File: config.mk
export PLATFORM = sky130hd
export DESIGN_NAME = motion_glitch_and_smoothing_filter_unit
export DESIGN_NICKNAME = d
export VERILOG_FILES = /design/src/rtl/core/mgsf_pkg.sv /design/src/rtl/core/mgsf_div.sv /design/src/rtl/core/motion_glitch_and_smoothing_filter_unit.sv
export SDC_FILE = /design/constraint.sdc
export NUM_CORES = 2
export LEC_CHECK = 0
export BUFFER_PORTS_ARGS = -buffer_cell sky130_fd_sc_hd__buf_2
export CAP_MARGIN = 20
export CORE_ASPECT_RATIO = 1.5
export CORE_UTILIZATION = 64
export DETAILED_ROUTE_END_ITERATION = 12
export PLACE_DENSITY = 0.82
export SETUP_SLACK_MARGIN = 0.4
export SYNTH_ARGS = -nofsm -noshare
export SYNTH_HDL_FRONTEND = slang
export SYNTH_SLANG_ARGS = --single-unit
File: constraint.sdc
create_clock -name clk -period 10.53 [get_ports clk]
set_input_delay 0.5265 -clock clk [delete_from_list [all_inputs] [get_ports clk]]
set_output_delay 0.5265 -clock clk [all_outputs]
set_load 0.05 [all_outputs]
File: src/rtl/core/mgsf_pkg.sv
// Package for the motion glitch and smoothing filter.
// Holds the sequencer states, divider status, widths and register indexes.
// Used by mgsf_div and motion_glitch_and_smoothing_filter_unit.
`default_nettype none

package mgsf_pkg;

  localparam int Q8_ONE     = 256;
  localparam int SAMPLE_W   = 16;
  localparam int ALPHA_W    = 9;
  localparam int LIMIT_W    = 16;
  localparam int SMOOTH_W   = 25;
  localparam int REM_W      = 9;
  localparam int DIV_NUM_W  = 24;
  localparam int DIV_DEN_W  = 16;
  localparam int DIV_CNT_W  = 5;
  localparam int CFG_IDX_W  = 4;
  localparam int CFG_DATA_W = 16;

  localparam logic [CFG_IDX_W-1:0] CFG_REST_GAIN   = 4'd0;
  localparam logic [CFG_IDX_W-1:0] CFG_SPEED_LIMIT = 4'd1;

  localparam logic [ALPHA_W-1:0] REST_GAIN_RESET   = 9'd64;
  localparam logic [LIMIT_W-1:0] SPEED_LIMIT_RESET = 16'd64;

  typedef enum logic [3:0] {
    ST_IDLE,
    ST_SPEED,
    ST_SPD_MUL,
    ST_DIV_GO,
    ST_DIV_WAIT,
    ST_AX_DIFF,
    ST_AX_MUL,
    ST_AX_UPD,
    ST_AX_REM,
    ST_OUT
  } state_t;

  typedef struct packed {
    logic busy;
    logic done;
  } div_stat_t;

endpackage

`default_nettype wire

File: src/rtl/core/mgsf_div.sv
// Serial restoring divider, one quotient bit per cycle.
// Uses mgsf_pkg for widths and the status struct.
`default_nettype none

module mgsf_div (
  input  wire logic                              clk,
  input  wire logic                              rst_n,
  input  wire logic                              start,
  input  wire logic [mgsf_pkg::DIV_NUM_W-1:0]    num,
  input  wire logic [mgsf_pkg::DIV_DEN_W-1:0]    den,
  output logic      [mgsf_pkg::DIV_NUM_W-1:0]    quot,
  output mgsf_pkg::div_stat_t                    stat
);

  logic [mgsf_pkg::DIV_CNT_W-1:0] count_r, count_nxt;
  logic                           done_r, done_nxt;
  logic [mgsf_pkg::DIV_NUM_W-1:0] q_r, q_nxt;
  logic [mgsf_pkg::DIV_DEN_W:0]   rem_r, rem_nxt;
  logic [mgsf_pkg::DIV_DEN_W:0]   rem_sh;
  logic                           ge;

  assign rem_sh = {rem_r[mgsf_pkg::DIV_DEN_W-1:0], q_r[mgsf_pkg::DIV_NUM_W-1]};
  assign ge     = rem_sh >= {1'b0, den};

  always_comb begin
    count_nxt = count_r;
    q_nxt     = q_r;
    rem_nxt   = rem_r;
    done_nxt  = 1'b0;
    if (start) begin
      count_nxt = mgsf_pkg::DIV_CNT_W'(mgsf_pkg::DIV_NUM_W);
      q_nxt     = num;
      rem_nxt   = '0;
    end else if (count_r != '0) begin
      count_nxt = count_r - 1'b1;
      q_nxt     = {q_r[mgsf_pkg::DIV_NUM_W-2:0], ge};
      rem_nxt   = ge ? rem_sh - {1'b0, den} : rem_sh;
      done_nxt  = (count_r == mgsf_pkg::DIV_CNT_W'(1));
    end
  end

  always_ff @(posedge clk) begin
    if (!rst_n) begin
      count_r <= '0;
      done_r  <= 1'b0;
    end else begin
      count_r <= count_nxt;
      done_r  <= done_nxt;
    end
    q_r   <= q_nxt;
    rem_r <= rem_nxt;
  end

  assign quot      = q_r;
  assign stat.busy = (count_r != '0);
  assign stat.done = done_r;

endmodule

`default_nettype wire

File: src/rtl/core/motion_glitch_and_smoothing_filter_unit.sv
// Motion glitch suppressor and adaptive Q8 exponential smoother, top level.
// After an item is accepted, the sequencer clamps the speed, runs the 24-step serial
// divider for the gain and smooths each axis; a zero speed_limit skips the divider, rest_gain >= 256 the smoother.
// The input is ready only while the sequencer is idle, so no new item is taken until
// the last one has gone to the output register, which waits while out_tready is low.
// Synchronous active-low reset restores rest_gain = 64, speed_limit = 64; needs mgsf_pkg, mgsf_div.
`default_nettype none

module motion_glitch_and_smoothing_filter_unit (
  input  wire logic                                clk,
  input  wire logic                                rst_n,
  input  wire logic                                in_tvalid,
  output logic                                     in_tready,
  input  wire logic [31:0]                         in_tdata,   // sample_dx, sample_dy
  output logic                                     out_tvalid,
  input  wire logic                                out_tready,
  output logic      [31:0]                         out_tdata,  // out_dx, out_dy
  input  wire logic                                cfg_valid,
  output logic                                     cfg_ready,
  input  wire logic [mgsf_pkg::CFG_IDX_W-1:0]      cfg_index,
  input  wire logic [mgsf_pkg::CFG_DATA_W-1:0]     cfg_data
);

  mgsf_pkg::state_t state_r, state_nxt;

  logic [mgsf_pkg::ALPHA_W-1:0]  rest_gain_r;
  logic [mgsf_pkg::LIMIT_W-1:0]  speed_limit_r;

  logic signed [15:0] held_x_r, held_y_r;
  logic               before_moved_r;
  logic signed [24:0] smooth_x_r, smooth_y_r;
  logic signed [8:0]  rem_x_r, rem_y_r;

  logic signed [15:0] gx_r, gy_r, ox_r, oy_r;
  logic [15:0]        v_r;
  logic [8:0]         alpha_r;
  logic signed [36:0] prod_r;
  logic signed [25:0] diff_r;
  logic signed [24:0] s_r;
  logic               axis_r;
  logic               out_valid_r;
  logic [31:0]        out_data_r;

  logic accept, out_free;
  logic signed [15:0] dx, dy, gx, gy;
  logic now_moved, held_moved;

  assign accept   = in_tvalid && in_tready;
  assign out_free = !out_valid_r || out_tready;
  assign dx = in_tdata[15:0];
  assign dy = in_tdata[31:16];

  // Glitch stage: a lone moving sample between two still ones is dropped.
  assign now_moved  = (dx != '0) || (dy != '0);
  assign held_moved = (held_x_r != '0) || (held_y_r != '0);
  assign gx = (held_moved && !before_moved_r && !now_moved) ? '0 : held_x_r;
  assign gy = (held_moved && !before_moved_r && !now_moved) ? '0 : held_y_r;

  // Speed, clamped to the limit.
  logic [16:0] mag_x, mag_y, speed_sum;
  assign mag_x     = gx_r[15] ? 17'(-{gx_r[15], gx_r}) : {1'b0, gx_r};
  assign mag_y     = gy_r[15] ? 17'(-{gy_r[15], gy_r}) : {1'b0, gy_r};
  assign speed_sum = mag_x + mag_y;

  // Shared multiplier.
  logic               mul_sel_spd;
  logic signed [26:0] mul_a;
  logic signed [9:0]  mul_b;
  logic signed [36:0] mul_p;
  logic [8:0]         gain_span;

  assign gain_span = 9'(mgsf_pkg::Q8_ONE) - rest_gain_r;
  assign mul_a = mul_sel_spd ? $signed({11'b0, v_r}) : $signed({diff_r[25], diff_r});
  assign mul_b = mul_sel_spd ? $signed({1'b0, gain_span}) : $signed({1'b0, alpha_r});
  assign mul_p = mul_a * mul_b;

  // Divider.
  logic                                div_start;
  logic [mgsf_pkg::DIV_NUM_W-1:0]      div_quot;
  mgsf_pkg::div_stat_t                 div_stat;

  mgsf_div u_div (
    .clk   (clk),
    .rst_n (rst_n),
    .start (div_start),
    .num   (prod_r[mgsf_pkg::DIV_NUM_W-1:0]),
    .den   (speed_limit_r),
    .quot  (div_quot),
    .stat  (div_stat)
  );

  // Per-axis smoother arithmetic.
  logic signed [15:0] ax_d;
  logic signed [24:0] ax_sm;
  logic signed [8:0]  ax_rem;
  logic signed [25:0] diff_v;
  logic signed [36:0] prod_adj;
  logic signed [28:0] t_v, s_v;
  logic signed [25:0] r_v, r_adj, rem_v;
  logic signed [17:0] whole_v;

  assign ax_d   = axis_r ? gy_r : gx_r;
  assign ax_sm  = axis_r ? smooth_y_r : smooth_x_r;
  assign ax_rem = axis_r ? rem_y_r : rem_x_r;

  assign diff_v   = $signed({{2{ax_d[15]}}, ax_d, 8'b0}) - $signed({ax_sm[24], ax_sm});
  assign prod_adj = prod_r + (prod_r[36] ? 37'sd255 : 37'sd0);
  assign t_v      = prod_adj[36:8];
  assign s_v      = $signed({{4{ax_sm[24]}}, ax_sm}) + t_v;
  assign r_v      = $signed({{17{ax_rem[8]}}, ax_rem}) + $signed({s_r[24], s_r});
  assign r_adj    = r_v + (r_v[25] ? 26'sd255 : 26'sd0);
  assign whole_v  = r_adj[25:8];
  assign rem_v    = r_v - $signed({whole_v, 8'b0});

  // Next state.
  always_comb begin
    state_nxt = state_r;
    unique case (state_r)
      mgsf_pkg::ST_IDLE: begin
        if (accept) begin
          if (rest_gain_r[8]) begin
            state_nxt = mgsf_pkg::ST_OUT;
          end else if (speed_limit_r == '0) begin
            state_nxt = mgsf_pkg::ST_AX_DIFF;
          end else begin
            state_nxt = mgsf_pkg::ST_SPEED;
          end
        end
      end
      mgsf_pkg::ST_SPEED:    state_nxt = mgsf_pkg::ST_SPD_MUL;
      mgsf_pkg::ST_SPD_MUL:  state_nxt = mgsf_pkg::ST_DIV_GO;
      mgsf_pkg::ST_DIV_GO:   state_nxt = mgsf_pkg::ST_DIV_WAIT;
      mgsf_pkg::ST_DIV_WAIT: begin
        if (div_stat.done) begin
          state_nxt = mgsf_pkg::ST_AX_DIFF;
        end
      end
      mgsf_pkg::ST_AX_DIFF:  state_nxt = mgsf_pkg::ST_AX_MUL;
      mgsf_pkg::ST_AX_MUL:   state_nxt = mgsf_pkg::ST_AX_UPD;
      mgsf_pkg::ST_AX_UPD:   state_nxt = mgsf_pkg::ST_AX_REM;
      mgsf_pkg::ST_AX_REM:   state_nxt = axis_r ? mgsf_pkg::ST_OUT : mgsf_pkg::ST_AX_DIFF;
      mgsf_pkg::ST_OUT: begin
        if (out_free) begin
          state_nxt = mgsf_pkg::ST_IDLE;
        end
      end
      default:               state_nxt = mgsf_pkg::ST_IDLE;
    endcase
  end

  // Control outputs.
  always_comb begin
    in_tready   = 1'b0;
    div_start   = 1'b0;
    mul_sel_spd = 1'b0;
    unique case (state_r)
      mgsf_pkg::ST_IDLE:    in_tready   = 1'b1;
      mgsf_pkg::ST_SPD_MUL: mul_sel_spd = 1'b1;
      mgsf_pkg::ST_DIV_GO:  div_start   = 1'b1;
      default: begin
        in_tready = 1'b0;
      end
    endcase
  end

  assign cfg_ready  = 1'b1;
  assign out_tvalid = out_valid_r;
  assign out_tdata  = out_data_r;

  always_ff @(posedge clk) begin
    if (!rst_n) begin
      state_r        <= mgsf_pkg::ST_IDLE;
      rest_gain_r    <= mgsf_pkg::REST_GAIN_RESET;
      speed_limit_r  <= mgsf_pkg::SPEED_LIMIT_RESET;
      held_x_r       <= '0;
      held_y_r       <= '0;
      before_moved_r <= 1'b0;
      smooth_x_r     <= '0;
      smooth_y_r     <= '0;
      rem_x_r        <= '0;
      rem_y_r        <= '0;
      axis_r         <= 1'b0;
      out_valid_r    <= 1'b0;
    end else begin
      state_r <= state_nxt;
      if (cfg_valid && cfg_ready) begin
        if (cfg_index == mgsf_pkg::CFG_REST_GAIN) begin
          rest_gain_r <= cfg_data[mgsf_pkg::ALPHA_W-1:0];
        end else if (cfg_index == mgsf_pkg::CFG_SPEED_LIMIT) begin
          speed_limit_r <= cfg_data[mgsf_pkg::LIMIT_W-1:0];
        end
      end
      if (state_r == mgsf_pkg::ST_OUT && out_free) begin
        out_valid_r <= 1'b1;
      end else if (out_valid_r && out_tready) begin
        out_valid_r <= 1'b0;
      end
      unique case (state_r)
        mgsf_pkg::ST_IDLE: begin
          if (accept) begin
            held_x_r       <= dx;
            held_y_r       <= dy;
            before_moved_r <= held_moved;
            axis_r         <= 1'b0;
          end
        end
        mgsf_pkg::ST_AX_UPD: begin
          if (axis_r) begin
            smooth_y_r <= s_v[24:0];
          end else begin
            smooth_x_r <= s_v[24:0];
          end
        end
        mgsf_pkg::ST_AX_REM: begin
          if (axis_r) begin
            rem_y_r <= rem_v[8:0];
          end else begin
            rem_x_r <= rem_v[8:0];
          end
          axis_r <= 1'b1;
        end
        default: begin
          axis_r <= axis_r;
        end
      endcase
    end

    unique case (state_r)
      mgsf_pkg::ST_IDLE: begin
        gx_r    <= gx;
        gy_r    <= gy;
        ox_r    <= gx;
        oy_r    <= gy;
        alpha_r <= 9'(mgsf_pkg::Q8_ONE);
      end
      mgsf_pkg::ST_SPEED: begin
        v_r <= (speed_sum > {1'b0, speed_limit_r}) ? speed_limit_r : speed_sum[15:0];
      end
      mgsf_pkg::ST_SPD_MUL: prod_r <= mul_p;
      mgsf_pkg::ST_DIV_WAIT: begin
        alpha_r <= rest_gain_r + div_quot[8:0];
      end
      mgsf_pkg::ST_AX_DIFF: diff_r <= diff_v;
      mgsf_pkg::ST_AX_MUL:  prod_r <= mul_p;
      mgsf_pkg::ST_AX_UPD:  s_r    <= s_v[24:0];
      mgsf_pkg::ST_AX_REM: begin
        if (axis_r) begin
          oy_r <= whole_v[15:0];
        end else begin
          ox_r <= whole_v[15:0];
        end
      end
      mgsf_pkg::ST_OUT: begin
        if (out_free) begin
          out_data_r <= {oy_r, ox_r};
        end
      end
      default: begin
        v_r <= v_r;
      end
    endcase
  end

  a_one_item: assert property (@(posedge clk) disable iff (!rst_n)
    accept |=> !in_tready)
    else $error("input accepted while an item is in flight");

  a_div_done_wait: assert property (@(posedge clk) disable iff (!rst_n)
    div_stat.done |-> state_r == mgsf_pkg::ST_DIV_WAIT)
    else $error("divider finished outside its wait state");

  a_alpha_range: assert property (@(posedge clk) disable iff (!rst_n)
    state_r == mgsf_pkg::ST_AX_DIFF |-> alpha_r <= 9'(mgsf_pkg::Q8_ONE))
    else $error("smoothing gain above unity");

  a_div_idle_start: assert property (@(posedge clk) disable iff (!rst_n)
    div_start |-> !div_stat.busy)
    else $error("divider restarted while busy");

endmodule

`default_nettype wire

==> flow_summary_export.csv <==
group,metric,value,unit
yosys,synth.most_common_cell,"nand2_1",
placed_design,port_buffers,90,
status,outcome,"finished with violations",
floorplanning,initial_core_util,64.6,%
sta,fin_crit,8.61,ns
layout,drive_above_1_share,7.81,%
worst_setup_path,path_cells,"nor2_1 > nand2_2 > and2_1 > a21o_1 > nand2_1 > fa_1 > inv_1 > fa_1 > fa_1 > fa_1 > inv_1 > fa_1 > inv_1 > ha_1 > a21o_1 > a221oi_1 > o21ai_0 > a21oi_1 > o21ai_0 > a21oi_1 > o31ai_1 > or2_2 > a221oi_1 > xnor2_1",
worst_setup_path,worst_r2r_path_depth,24,
global_route,grt_pass1_wl,129,mm
sta,period_share,81.8,%
yosys,synthTopCellsByArea,"edfxtp_1 (23%), fa_1 (13%), dfxtp_1 (10%)",
detailed_routing,drc,8,
floorplanning,core_region_area,46600,sq um
yosys,synthesis.area,30100,sq um
global_route,antenna_found_initial,1,
layout,final_core_util,69.6,%
clock_tree,cts_buffers,39,
yosys,synth_top_area_share,22.9,%
detailed_routing,drtAntennaViolNets,0,
yosys,synth_top_area_cell,"edfxtp_1",
status,violations,"design-rule violations",
sta,fin_setup_tns,0,ns
clock_tree,cts_tree,"done",
yosys,syn_nets,3679,
layout,areaGrowthSynthToFinish,7.69,%
detailed_routing,drt_iter0_markers,1863,
placed_design,post-place-ws,2.03,ns
global_route,grt_max_degree,94,
yosys,yosys_warnings,0,
sta,fin_skew,0.0315,ns
floorplanning,num_rows,97,
clock_tree,cts_max_path_buffers,3,
clock_tree,hold_buffers,0,
worst_setup_path,path_common_cell,"fa_1",
yosys,syn-instance-count,3201,
worst_setup_path,path_max_fanout,53,
clock_tree,post_cts_buffers,0,
sta,max-slew-margin-rel,25.0,%
placed_design,gp_congestion,1.04,
sta,worst_pin_slew,1.12,ns
worst_setup_path,cp_data_required_time,10.81,ns
worst_setup_path,reg2reg_from,"state_r[0]",
yosys,yosys-top-cells-count,"nand2_1 (501), inv_1 (303), edfxtp_1 (230)",
clock_tree,ctsResizeCount,0,
floorplanning,dieHeight,268,um
worst_setup_path,cp_data_arrival_time,8.89,ns
worst_setup_path,timing.rr.end,"prod_r[31]",
sta,setup_viol,0,
clock_tree,h-tree-depth,2,
detailed_routing,drt_first_pass_iters,9,
detailed_routing,drt-total-wl,81.5,mm
min_path,hp-class,"primary input to flop",
yosys,ys_seq_elements,384,
sta,drv_slew,0,
sta,setup_ws,1.92,ns
yosys,avgSynthCellArea,9.40,sq um
floorplanning,io_pins,92,
flow_run,drv_cap,0,
global_route,grt-ovfl-total,0,
floorplanning,dieArea,47900,sq um
clock_tree,cts_root_buf,"clkbuf_16",
floorplanning,die_w,179,um
yosys,yosysSeqAreaShare,33.2,%
worst_setup_path,worstSetupPathType,"flop to flop",
detailed_routing,num_vias,23600,
worst_setup_path,r2r_setup_slack,1.92,ns
sta,fin_hold_ws,0.209,ns
worst_setup_path,cpMaxStageDelayCell,"nand2_2",
global_route,grt_pass1_vias,23900,
sta,fmax,116,MHz
clock_tree,insertion_delay,0.56,ns
yosys,synth_enable_flop_cells,230,
placed_design,dp.final_hpwl,64.0,mm
yosys,synthFlopType,"edfxtp_1",
worst_setup_path,cp-end-kind,"flop",
sta,hold_viol,0,
detailed_routing,wl_per_cell,21.1,um
worst_setup_path,start_kind,"flop",
yosys,synth_cell_types,81,
global_route,grt_usage,35.0,%
layout,final_nets,3714,
min_path,hold_path_end,"speed_limit_r[6]",
clock_tree,clk_pin_slew_worst_paths,0.07,ns
detailed_routing,via_per_inst,6.11,
sta,grt_setup_unrepaired,"false",
layout,antenna_cells,0,
clock_tree,cts_sinks,384,
min_path,hold_start,"cfg_data[6]",
yosys,async_reset_ff_share,0,%
worst_setup_path,critical_path.max_stage_delay,0.69,ns
min_path,whs_path_depth,3,
worst_setup_path,crit_start,"state_r[0]",
-- layout make-up --
type | count | area [sq um]
clock inverters | 23 | 293
clock buffers | 48 | 1070
repair buffers | 114 | 641
flip-flops and latches | 384 | 9990
multi-input cells | 2394 | 18500
fillers | 3559 | 14200
inverters | 303 | 1140
well taps | 594 | 743
-- routing by layer --
layer | part of all wire, % | track usage [%] | vias up | wire length (um)
li1 | - | - | 11000 | -
met1 | 38 | 41.2 | 11500 | 30600
met2 | 48 | 58.3 | 864 | 39500
met3 | 5.6 | 4.29 | 259 | 4590
met4 | 8.4 | 26.0 | 2 | 6810
met5 | 0.015 | 0 | - | 12
-- worst max path at each step --
stage | to | slack, ns | depth (start not counted)
6_report | prod_r[31] | 1.92 | 24
5_1_grt | prod_r[31] | 1.44 | 26
4_1_cts | prod_r[31] | 2.01 | 24
3_5_place_dp | prod_r[31] | 2.03 | 24
3_3_place_gp | prod_r[31] | 2.43 | 25
2_1_floorplan | prod_r[31] | 3.21 | 30
-- per-stage QoR --
step | std cells | instance area [sq um]
after floorplan | 3201 | 30100
after CTS | 3859 | 32400
after global routing | 3860 | 32400
after global placement | 3787 | 31000
after detailed placement | 3788 | 31000
final | 3860 | 32400
-- state kept, by name, summed over array words and instances, names as in the netlist, 24 cells and up --
signal,flops
prod_r,34
diff_r,26
out_tdata,32
u_div.quot,24
s_r,25
smooth_y_r,25
smooth_x_r,25
-- cell families (layout without fill, tap and decap cells) --
logic type                 count (synthesis)  after routing  share of synthesized area, %
adders and majority gates                421            421                          22.5
DFF                                      384            384                          33.2
muxes                                    109            109                          3.81
AOI/OAI and AO/OA                        574            574                          12.6
buffers and inverters                    423            488                          5.38
other                                      1              1                        0.0125
xor gates and xnor gates                 196            196                          5.70
and+or+nand+nor                         1093           1093                          16.8
-- critical path: cells and delay by family (launching register included) --
family	cells	cell delay [ns]
adder cells (fa/ha/maj)	6	2.99
buffers and inverters	3	0.16
AO/OA/AOI/OAI	9	2.54
flip-flops	1	0.68
XOR/XNOR	1	0.12
AND/OR/NAND/NOR	5	1.79
-- layout by cell type (no fill, tap or decap), types with 41 or more instances in the layout --
cell type | synthesis | layout
mux2i_1 | 65 | 65
a21oi_1 | 138 | 138
nand3_1 | 42 | 42
ha_1 | 221 | 221
fa_1 | 200 | 200
nor2_1 | 207 | 205
o21ai_0 | 100 | 100
a21o_1 | 79 | 79
buf_2 | 6 | 89
dfxtp_1 | 154 | 153
xor2_1 | 53 | 53
edfxtp_1 | 230 | 230
mux2_2 | 44 | 44
and2_1 | 58 | 58
a21boi_0 | 87 | 87
and3_1 | 54 | 54
inv_1 | 303 | 303
clkbuf_16 | 0 | 41
nor3_1 | 50 | 48
nand2_1 | 501 | 500
xnor2_1 | 143 | 143
Power is left out: the tool's default activity adds up to more than one toggle a clock period on the data nets, which glitch-free logic cannot reach.
